$ cat src/rtl/deq_pkg.sv
// Shared types and constants for the double-ended byte ring buffer.
package deq_pkg;

   // Beat field widths
   localparam int OPCODE_W = 3;
   localparam int OFFSET_W = 4;
   localparam int VALUE_W  = 8;
   localparam int DATA_W   = 8;
   localparam int COUNT_W  = 4;

   // Default geometry
   localparam int DEF_DEPTH     = 16;
   localparam int DEF_DATA_BITS = 8;

   // Operation codes
   typedef enum logic [OPCODE_W-1:0] {
      OP_PUSH_BACK  = 3'd0,
      OP_PUSH_FRONT = 3'd1,
      OP_POP_BACK   = 3'd2,
      OP_POP_FRONT  = 3'd3,
      OP_GET        = 3'd4,
      OP_SET        = 3'd5
   } op_type;

   // Slot store access request from the index unit
   typedef struct packed {
      logic wr_en;
      logic rd_en;
   } mem_ctl_type;

endpackage

$ cat src/rtl/deq_ram.sv
// Generic single-port RAM with registered read data.
module deq_ram #(
   parameter int WIDTH = 8,
   parameter int DEPTH = 16
) (
   input  logic                     clock,
   input  logic                     wr_en,
   input  logic                     rd_en,
   input  logic [$clog2(DEPTH)-1:0] addr,
   input  logic [WIDTH-1:0]         wdata,
   output logic [WIDTH-1:0]         rdata
);

   logic [WIDTH-1:0] mem [DEPTH];
   logic [WIDTH-1:0] rdata_ff;

   // Write port
   always_ff @(posedge clock) begin
      if (wr_en) begin
         mem[addr] <= wdata;
      end
   end

   // Registered read port, holds when not enabled
   always_ff @(posedge clock) begin
      if (rd_en) begin
         rdata_ff <= mem[addr];
      end
   end

   assign rdata = rdata_ff;

endmodule

$ cat src/rtl/deq_index.sv
// Head and tail index unit: decodes the operation and drives the slot store access.
module deq_index #(
   parameter int DEPTH = deq_pkg::DEF_DEPTH
) (
   input  logic                           clock,
   input  logic                           reset,
   input  logic                           accept,
   input  logic [deq_pkg::OPCODE_W-1:0]   opcode,
   input  logic [deq_pkg::OFFSET_W-1:0]   offset,
   output logic [$clog2(DEPTH)-1:0]       mem_addr,
   output deq_pkg::mem_ctl_type           mem_ctl,
   output logic [deq_pkg::COUNT_W-1:0]    count_next
);
   import deq_pkg::*;

   localparam int IDX_BITS = $clog2(DEPTH);

   logic [IDX_BITS-1:0]          head_ff, head_in;
   logic [IDX_BITS-1:0]          tail_ff, tail_in;
   logic [IDX_BITS-1:0]          head_inc, head_dec, tail_inc, tail_dec;
   logic [IDX_BITS-1:0]          live;
   logic [IDX_BITS+OFFSET_W-1:0] pos_sum;
   logic [IDX_BITS+COUNT_W-1:0]  live_ext;
   logic                         empty;

   assign head_inc = head_ff + 1'b1;
   assign head_dec = head_ff - 1'b1;
   assign tail_inc = tail_ff + 1'b1;
   assign tail_dec = tail_ff - 1'b1;
   assign empty    = (head_ff == tail_ff);
   // slot at offset from head, wrapped to the store depth
   assign pos_sum  = {{OFFSET_W{1'b0}}, head_ff} + {{IDX_BITS{1'b0}}, offset};

   // Operation decode
   always_comb begin
      head_in  = head_ff;
      tail_in  = tail_ff;
      mem_addr = tail_ff;
      mem_ctl  = '0;
      unique case (opcode)
         OP_PUSH_BACK: begin
            mem_addr       = tail_ff;
            mem_ctl.wr_en  = 1'b1;
            tail_in        = tail_inc;
            // full: drop the oldest front entry
            if (tail_inc == head_ff) begin
               head_in = head_inc;
            end
         end
         OP_PUSH_FRONT: begin
            mem_addr       = head_dec;
            mem_ctl.wr_en  = 1'b1;
            head_in        = head_dec;
            // full: drop the last entry
            if (head_dec == tail_ff) begin
               tail_in = tail_dec;
            end
         end
         OP_POP_BACK: begin
            mem_addr = tail_dec;
            if (!empty) begin
               mem_ctl.rd_en = 1'b1;
               tail_in       = tail_dec;
            end
         end
         OP_POP_FRONT: begin
            mem_addr = head_ff;
            if (!empty) begin
               mem_ctl.rd_en = 1'b1;
               head_in       = head_inc;
            end
         end
         OP_GET: begin
            mem_addr      = pos_sum[IDX_BITS-1:0];
            mem_ctl.rd_en = 1'b1;
         end
         OP_SET: begin
            mem_addr      = pos_sum[IDX_BITS-1:0];
            mem_ctl.wr_en = 1'b1;
         end
         default: begin
            mem_ctl = '0;
         end
      endcase
   end

   // Live count after the operation
   assign live       = tail_in - head_in;
   assign live_ext   = {{COUNT_W{1'b0}}, live};
   assign count_next = live_ext[COUNT_W-1:0];

   // Index registers
   always_ff @(posedge clock) begin
      if (reset) begin
         head_ff <= '0;
         tail_ff <= '0;
      end else if (accept) begin
         head_ff <= head_in;
         tail_ff <= tail_in;
      end
   end

endmodule

$ cat src/rtl/double_ended_ring_buffer_byte.sv
// An accepted request beat waits in the pending stage, then in the result
// register. Throughput: one beat per cycle while rsp_stall is low; the slot
// store is read and written at the accept edge and its registered read data
// feeds the result register. With one port, a beat touches at most one slot.
// Reset clears head, tail and all valid flags; slot contents stay undefined.
// Top level: double-ended ring buffer of bytes with a result pipeline.
module double_ended_ring_buffer_byte #(
   parameter int DEPTH     = deq_pkg::DEF_DEPTH,
   parameter int DATA_BITS = deq_pkg::DEF_DATA_BITS
) (
   input  logic                         clock,
   input  logic                         reset,
   input  logic                         req_valid,
   output logic                         req_stall,
   input  logic [deq_pkg::OPCODE_W-1:0] req_opcode,
   input  logic [deq_pkg::OFFSET_W-1:0] req_offset,
   input  logic [deq_pkg::VALUE_W-1:0]  req_value,
   output logic                         rsp_valid,
   input  logic                         rsp_stall,
   output logic [deq_pkg::DATA_W-1:0]   rsp_data,
   output logic [deq_pkg::COUNT_W-1:0]  rsp_count
);
   import deq_pkg::*;

   localparam int IDX_BITS = $clog2(DEPTH);

   logic                          accept;
   logic [IDX_BITS-1:0]           mem_addr;
   mem_ctl_type                   mem_ctl;
   logic [COUNT_W-1:0]            count_next;
   logic [DATA_BITS+VALUE_W-1:0]  value_ext;
   logic [DATA_BITS-1:0]          rdata;
   logic [DATA_BITS+DATA_W-1:0]   rdata_ext;

   logic                          p_valid_ff, p_valid_in;
   logic                          p_rd_ff;
   logic [COUNT_W-1:0]            p_count_ff;
   logic                          p_move;
   logic                          rsp_valid_ff, rsp_valid_in;
   logic [DATA_W-1:0]             rsp_data_ff;
   logic [COUNT_W-1:0]            rsp_count_ff;

   // Handshake
   assign p_move    = p_valid_ff && (!rsp_valid_ff || !rsp_stall);
   assign req_stall = p_valid_ff && !p_move;
   assign accept    = req_valid && !req_stall;

   // Index unit
   deq_index #(
      .DEPTH(DEPTH)
   ) u_index (
      .clock      (clock),
      .reset      (reset),
      .accept     (accept),
      .opcode     (req_opcode),
      .offset     (req_offset),
      .mem_addr   (mem_addr),
      .mem_ctl    (mem_ctl),
      .count_next (count_next)
   );

   // Slot store
   assign value_ext = {{DATA_BITS{1'b0}}, req_value};

   deq_ram #(
      .WIDTH(DATA_BITS),
      .DEPTH(DEPTH)
   ) u_slots (
      .clock (clock),
      .wr_en (accept && mem_ctl.wr_en),
      .rd_en (accept && mem_ctl.rd_en),
      .addr  (mem_addr),
      .wdata (value_ext[DATA_BITS-1:0]),
      .rdata (rdata)
   );

   assign rdata_ext = {{DATA_W{1'b0}}, rdata};

   // Pending stage: waits for read data
   always_comb begin
      p_valid_in = p_valid_ff;
      if (accept) begin
         p_valid_in = 1'b1;
      end else if (p_move) begin
         p_valid_in = 1'b0;
      end
   end

   always_ff @(posedge clock) begin
      if (reset) begin
         p_valid_ff <= 1'b0;
      end else begin
         p_valid_ff <= p_valid_in;
      end
   end

   always_ff @(posedge clock) begin
      if (accept) begin
         p_rd_ff    <= mem_ctl.rd_en;
         p_count_ff <= count_next;
      end
   end

   // Result register
   always_comb begin
      rsp_valid_in = rsp_valid_ff;
      if (p_move) begin
         rsp_valid_in = 1'b1;
      end else if (rsp_valid_ff && !rsp_stall) begin
         rsp_valid_in = 1'b0;
      end
   end

   always_ff @(posedge clock) begin
      if (reset) begin
         rsp_valid_ff <= 1'b0;
      end else begin
         rsp_valid_ff <= rsp_valid_in;
      end
   end

   always_ff @(posedge clock) begin
      if (p_move) begin
         rsp_data_ff  <= p_rd_ff ? rdata_ext[DATA_W-1:0] : '0;
         rsp_count_ff <= p_count_ff;
      end
   end

   assign rsp_valid = rsp_valid_ff;
   assign rsp_data  = rsp_data_ff;
   assign rsp_count = rsp_count_ff;

endmodule

$ cat config.mk
export PLATFORM = sky130hd
export DESIGN_NAME = double_ended_ring_buffer_byte
export DESIGN_NICKNAME = d
export VERILOG_FILES = /design/src/rtl/deq_pkg.sv /design/src/rtl/deq_ram.sv /design/src/rtl/deq_index.sv /design/src/rtl/double_ended_ring_buffer_byte.sv
export SDC_FILE = /design/constraint.sdc
export NUM_CORES = 1
export LEC_CHECK = 0
export BUFFER_PORTS_ARGS = -buffer_cell sky130_fd_sc_hd__buf_2
export CORE_ASPECT_RATIO = 0.6
export CORE_MARGIN = 5
export CORE_UTILIZATION = 50
export DETAILED_ROUTE_END_ITERATION = 10
export GPL_ROUTABILITY_DRIVEN = 0
export PLACE_DENSITY = 0.79
export RECOVER_POWER = 50
export SYNTH_ARGS = -nofsm -noshare
export SYNTH_HDL_FRONTEND = slang
export SYNTH_SLANG_ARGS = --single-unit
$ cat constraint.sdc
create_clock -name clock -period 3.1 [get_ports clock]
set_clock_uncertainty 0.05 [all_clocks]
set_input_delay 0.62 -clock clock [delete_from_list [all_inputs] [get_ports clock]]
set_output_delay 0.62 -clock clock [all_outputs]
set_load 0.05 [all_outputs]
* Yosys cells after proc, flatten, opt, wreduce, memory -nomap -nowiden
Memory sizes are Yosys's and may differ from the RTL's. A register that Yosys moved wholly into a read port is not among the register bits.
Index checks and enable logic that the tools add are counted.
** Storage, ports and cells
- Register bits after elaboration :: 27
- Bits in writable memories :: 128
- Input bits :: 19
- Memories kept :: 1
** Memories
- u_slots.mem :: depth 16, bits a word 8, read ports 1, clocked after memory_dff 1, wr ports 1, RTL line deq_ram.sv:14 : logic [WIDTH-1:0] mem [DEPTH];
** Cells by class
- $add $sub $neg :: 6
- Equality and inequality tests :: 8
- Mux-type cells :: 16
- Reduce and logical (&&, ||, !) cells :: 17
** Operator list (number)
- $pmux W4 S3 :: 2
- $mux W4 :: 4
- $pmux W4 S4 :: 1
- $eq A4 B4 Y1 :: 3
- $add A4 B1 Y4 const B :: 2
- $mux W1 :: 8
- $sub A4 B1 Y4 const B :: 2
- $eq A3 B2 Y1 const B :: 2
- $eq A3 B3 Y1 const B :: 2
- $logic_and A1 B1 Y1 :: 6
- $add A4 B4 Y4 :: 1
- $logic_not A1 Y1 :: 4
- $reduce_bool A2 Y1 :: 2
- $reduce_or A2 Y1 :: 2
- $sub A4 B4 Y4 :: 1
- $eq A3 B1 Y1 const B :: 1
- $logic_not A3 Y1 :: 1
- $reduce_or A3 Y1 :: 1
- $pmux W1 S2 :: 1
- $logic_or A1 B1 Y1 :: 1

* Depth between registers and ports, before layout
- Depth after elaboration :: 10
- Mapped depth :: 15

* Cells and area by module
From an unflattened synthesis, not the netlist that was laid out.
** Second synthesis, totals
- Cells, all modules :: 460
- Area total of the unflattened synthesis :: 7200.7 µm²
** Modules (own cells, without submodules)
- deq_ram :: times used 1, cells an instance 230, area an instance 5147.4 µm², sequential area each 4083.9 µm²
- deq_index :: times used 1, cells an instance 193, area an instance 1395.1 µm², sequential area each 160.2 µm²
- double_ended_ring_buffer_byte :: times used 1, cells an instance 37, area an instance 658.1 µm², sequential area each 550.5 µm²

* Least setup slack after synthesis
OpenSTA, ideal clock, no wires.
- Path type :: input port to flip-flop
- From :: in req_opcode[1] in the netlist's numbering
- To :: reg p_count_ff[3] (data pin)
- Arrival time :: 2.771 ns
- Required time :: 2.790 ns
- Path slack :: 0.019 ns
- Stages :: 12
- Buffers on the path :: 3
- Cells stage by stage :: buf_4 -> buf_4 -> buf_2 -> nor4_1 -> a211oi_1 -> or2_2 -> a21oi_1 -> ha_1 -> a21o_1 -> a21oi_1 -> xor2_1 -> xnor2_1
** On the way
- Word-level cells in the longest chain between the ends :: 3
- Elaborated cells on any way between the ends :: 7
- Those cells by class :: 1 x add/sub; 3 x eq/ne; 2 x mux; 1 x reduce/logical
** Ends and longest elaborated chain
- start, declared :: RTL line double_ended_ring_buffer_byte.sv:15 : input logic [deq_pkg::OPCODE_W-1:0] req_opcode,
- $eq A3 B2 Y1, or another cell as far along :: RTL line deq_index.sv:40 : unique case (opcode)
- $pmux W4 S3 :: RTL line deq_index.sv:40
- $sub A4 B4 Y4 * :: RTL line deq_index.sv:88 : assign live = tail_in - head_in;
- net count_next[3] :: RTL line double_ended_ring_buffer_byte.sv:30 : logic [COUNT_W-1:0] count_next;
- end signal, assigned :: RTL line double_ended_ring_buffer_byte.sv:100 : p_count_ff <= count_next;
- end, declared :: RTL line double_ended_ring_buffer_byte.sv:37 : logic [COUNT_W-1:0] p_count_ff;
Mark *: on every way through the listed nets, which the timed path passes. The rest lies on a longest branch.
A chain may end at the register's enable or synchronous reset.

* Worst setup path after layout
- From :: reg u_index.tail_ff[0]
- To :: reg p_count_ff[3] (data pin)
** On the way
- Word-level cells in the longest chain between the ends :: 5
- Elaborated cells on any way between the ends :: 12
- Those cells by class :: 3 x add/sub; 3 x eq/ne; 6 x mux
** Ends and longest elaborated chain
- start, declared :: RTL line deq_index.sv:19 : logic [IDX_BITS-1:0] tail_ff, tail_in;
- start signal, assigned :: RTL line deq_index.sv:99 : tail_ff <= tail_in;
- $add A4 B1 Y4 :: RTL line deq_index.sv:28 : assign tail_inc = tail_ff + 1'b1;
- $eq A4 B4 Y1 :: RTL line deq_index.sv:46 : if (tail_inc == head_ff) begin
- $mux W4 :: RTL line deq_index.sv:46
- $pmux W4 S3 :: RTL line deq_index.sv:40
- $sub A4 B4 Y4 * :: RTL line deq_index.sv:88
- net count_next[3] :: RTL line double_ended_ring_buffer_byte.sv:30
Marks and branches as above.

==> insert_results.sql <==
INSERT INTO impl_metrics (metric_group, metric, value, unit) VALUES
('outcome', 'status', 'complete, no violations', ''),
('grt', 'grt_pass1_wl', '27400', 'um'),
('worst_setup_path', 'crit_path_end_kind', 'flip-flop', ''),
('floorplanning', 'start_util', '50.5', '%'),
('floorplanning', 'ioPinCount', '33', ''),
('power_and_ir_drop', 'max-vdd-ir-drop', '400', 'uV'),
('sta', 'final-max-slew-violation-count', '0', ''),
('power_and_ir_drop', 'leakage', '3.35', 'nW'),
('routing', 'drt-vias-per-instance', '5.94', ''),
('grt', 'gr-total-overflow', '0', ''),
('clocking', 'number_of_levels_in_the_clock_h_tree', '4', ''),
('finish', 'final-seq-area', '4800', 'um^2'),
('synth', 'syn-mean-instance-area', '13.4', 'um^2'),
('sta', 'layout_min_cycle_time', '3.00', 'ns'),
('clocking', 'cts_hold_buf', '0', ''),
('worst_setup_path', 'worst_path_max_delay_cell', 'sky130_fd_sc_hd__o22ai_1', ''),
('power_and_ir_drop', 'share_seq_of_total_power', '45.8', '%'),
('finish', 'post_route_cells_drive_above_1_share', '23.5', '%'),
('sta', 'hold_violations', '0', ''),
('clocking', 'clk_root_buffer_cell', 'sky130_fd_sc_hd__clkbuf_16', ''),
('floorplanning', 'fp.dieArea', '17900', 'um^2'),
('power_and_ir_drop', 'power.density', '603', 'nW/um^2'),
('power_and_ir_drop', 'power.share.combinational', '15.9', '%'),
('finish', 'antenna-diode-count', '0', ''),
('power_and_ir_drop', 'power.internal', '4.05', 'mW'),
('floorplanning', 'placementRows', '35', ''),
('synth', 'synthesis_stage_register_bit_count', '163', ''),
('routing', 'vias', '5175', ''),
('grt', 'grt_antenna_before_repair', '1', ''),
('clocking', 'cts_tree', 'done', ''),
('finish', 'final_core_utilization', '59.8', '%'),
('synth', 'synth_instances', '569', ''),
('sta', 'final_min_period_over_clock_period', '96.6', '%'),
('worst_setup_path', 'cp_max_fo', '7', ''),
('routing', 'route.antenna.remaining_nets', '0', ''),
('worst_setup_path', 'startpoint_type', 'flip-flop', ''),
('grt', 'grt.total_usage', '19.9', '%'),
('placement', 'dp.final_hpwl', '12300', 'um'),
('worst_setup_path', 'cp_num_buf_inv', '2', ''),
('worst_setup_path', 'critical_path_cell_count', '12', ''),
('worst_setup_path', 'required', '3.22', 'ns'),
('floorplanning', 'coreArea', '15200', 'um^2'),
('clocking', 'cts.clk_slew.worst_paths', '0.07', 'ns'),
('sta', 'max_slew.worst_pin.slew', '0.856', 'ns'),
('routing', 'post-route-drc-count', '0', ''),
('floorplanning', 'dieHeight', '106', 'um'),
('finish', 'syn2layout_area_growth', '18.6', '%'),
('power_and_ir_drop', 'netSwitchingFraction', '26.0', '%'),
('placement', 'placed_cells_incl_taps', '835', ''),
('worst_setup_path', 'path_cells', 'buf_4, ha_1, xnor2_1, buf_4, nor3_2, a22oi_1, o22ai_1, a21oi_2, ha_1, a21oi_2, xor2_1, xnor2_1', ''),
('grt', 'first_global_vias', '4893', ''),
('flow_run', 'cap_viol_max_count', '0', ''),
('finish', 'area_of_the_multi_input_gates', '2660', 'um^2'),
('routing', 'drt-initial-drc-count', '674', ''),
('synth', 'number_of_enable_flip_flop_cells_after_synthesis', '153', ''),
('routing', 'detail_route.wl_per_cell', '20.3', 'um'),
('sta', 'finalHoldWorstSlack', '0.372', 'ns'),
('synth', 'synth_nets', '600', ''),
('floorplanning', 'floorplan.die.width', '170', 'um'),
('routing', 'dr.pass1.iters', '5', ''),
('synth', 'yosysTopAreaCell', 'sky130_fd_sc_hd__edfxtp_1', ''),
('synth', 'synth.top_cell.area_share', '60.1', '%'),
('worst_setup_path', 'max_stage_delay', '0.36', 'ns'),
('clocking', 'numCtsBuffers', '17', ''),
('clocking', 'max-clock-path-buffers', '2', ''),
('synth', 'synth.cell_area', '7640', 'um^2'),
('finish', 'final_nets', '686', ''),
('synth', 'yosysSeqAreaShare', '62.7', '%'),
('placement', 'io_buffers', '32', ''),
('finish', 'final_std_cells_w_o_fill', '871', ''),
('routing', 'routed_wirelength', '17700', 'um');
==> metrics by stage <==
| step | instance area (um^2) | setup WS, ns |
|---|---|---|
| after floorplan | 7640 | 0.0191 |
| after global placement | 8370 | 0.0169 |
| after detailed placement | 8370 | -0.0744 |
| after CTS | 8960 | 0.0339 |
| after global routing | 9070 | -0.000532 |
| final | 9070 | 0.104 |
==> Yosys cell counts (all sizes together) (5+ instances only) <==
cell type,count
edfxtp,153
mux2i,48
a21oi,37
nand2,37
nor2,34
buf,28
a22oi,18
mux2,17
xnor2,16
inv,14
o21ai,13
and2,12
nor3,11
dfxtp,10
ha,10
nand3,10
a221o,9
o22ai,9
nand2b,7
xor2,7
a21o,6
a211oi,5
clkbuf,5
nor2b,5
==> sequential cells by signal, summed over array words and instances (netlist names) <==
register,cells
rsp_data,8
rsp_count,4
u_slots.mem,128
u_slots.rdata,8
p_valid_ff,1
p_count_ff,4
p_rd_ff,1
u_index.tail_ff,4
rsp_valid,1
u_index.head_ff,4
==> cells in the final DEF, fill, tap and decap left out, types with 5 or more instances in the layout <==
cell type                     n
sky130_fd_sc_hd__clkbuf_1    15
sky130_fd_sc_hd__a22oi_1     18
sky130_fd_sc_hd__and2_1       7
sky130_fd_sc_hd__edfxtp_1   153
sky130_fd_sc_hd__nand2_1     36
sky130_fd_sc_hd__clkbuf_16   17
sky130_fd_sc_hd__xnor2_1     14
sky130_fd_sc_hd__a221o_1      9
sky130_fd_sc_hd__nand3_1      9
sky130_fd_sc_hd__xor2_1       7
sky130_fd_sc_hd__nor2_1      34
sky130_fd_sc_hd__ha_1         7
sky130_fd_sc_hd__o22ai_1      9
sky130_fd_sc_hd__and2_0       5
sky130_fd_sc_hd__o21ai_0     10
sky130_fd_sc_hd__mux2_2      13
sky130_fd_sc_hd__buf_4       62
sky130_fd_sc_hd__dfxtp_1      8
sky130_fd_sc_hd__mux2i_1     48
sky130_fd_sc_hd__inv_6        5
sky130_fd_sc_hd__a21o_1       6
sky130_fd_sc_hd__buf_2       19
sky130_fd_sc_hd__nand2b_1     7
sky130_fd_sc_hd__nor3_1       8
sky130_fd_sc_hd__a21oi_1     33
sky130_fd_sc_hd__inv_1       14
==> cell type report <==
cell class              instances  share of cell area [%]
repair buffers                100                    7.69
inverters                      17                   0.704
well taps                     203                    2.80
clock buffers                  17                    4.69
flip-flops and latches        163                    52.9
clock inverters                15                    1.89
multi-input cells             356                    29.3
==> cells by family after synthesis <==
group,after synthesis,synth area share (%)
AO/OA/AOI/OAI,123,11.4
XOR/XNOR,23,2.73
adder cells (fa/ha/maj),12,2.16
buffers and inverters,50,3.76
flip-flops,163,62.7
multiplexers,65,8.79
AND/OR/NAND/NOR,133,8.46
==> power groups by stage <==
stage	Combinational, mW	Clock (mW)	Sequential, mW
finish	0.868	2.10	2.51
global route	0.929	2.23	2.51
CTS	0.829	2.13	2.51
detailed placement	0.819	0	2.55
global placement	0.790	0	2.55
floorplan	0.535	0	2.58
==> per-layer routing <==
layer	vias up	wire length (um)	track usage (%)
li1	2343	-	-
met1	2503	7970	30.8
met2	282	7470	27.8
met3	47	1860	4.05
met4	0	357	6.66
met5	-	0	0
==> what timing repair did <==
item,4_1_cts,5_1_grt
endpoints found under the hold margin,0,0
gates resized for setup,0,20
endpoints found under the setup margin,0,3
setup buffers,0,4
==> final timing paths <==
| check | endpoint | from | slack, ns |
|---|---|---|---|
| max | p_count_ff[3] | u_index.tail_ff[0] | 0.10 |
| min | rsp_count[0] | p_count_ff[0] | 0.37 |
| max reg2reg | p_count_ff[3] | u_index.tail_ff[0] | 0.10 |
| min reg2reg | rsp_count[0] | p_count_ff[0] | 0.37 |
No activity file was read; power rests on OpenSTA's default activity.
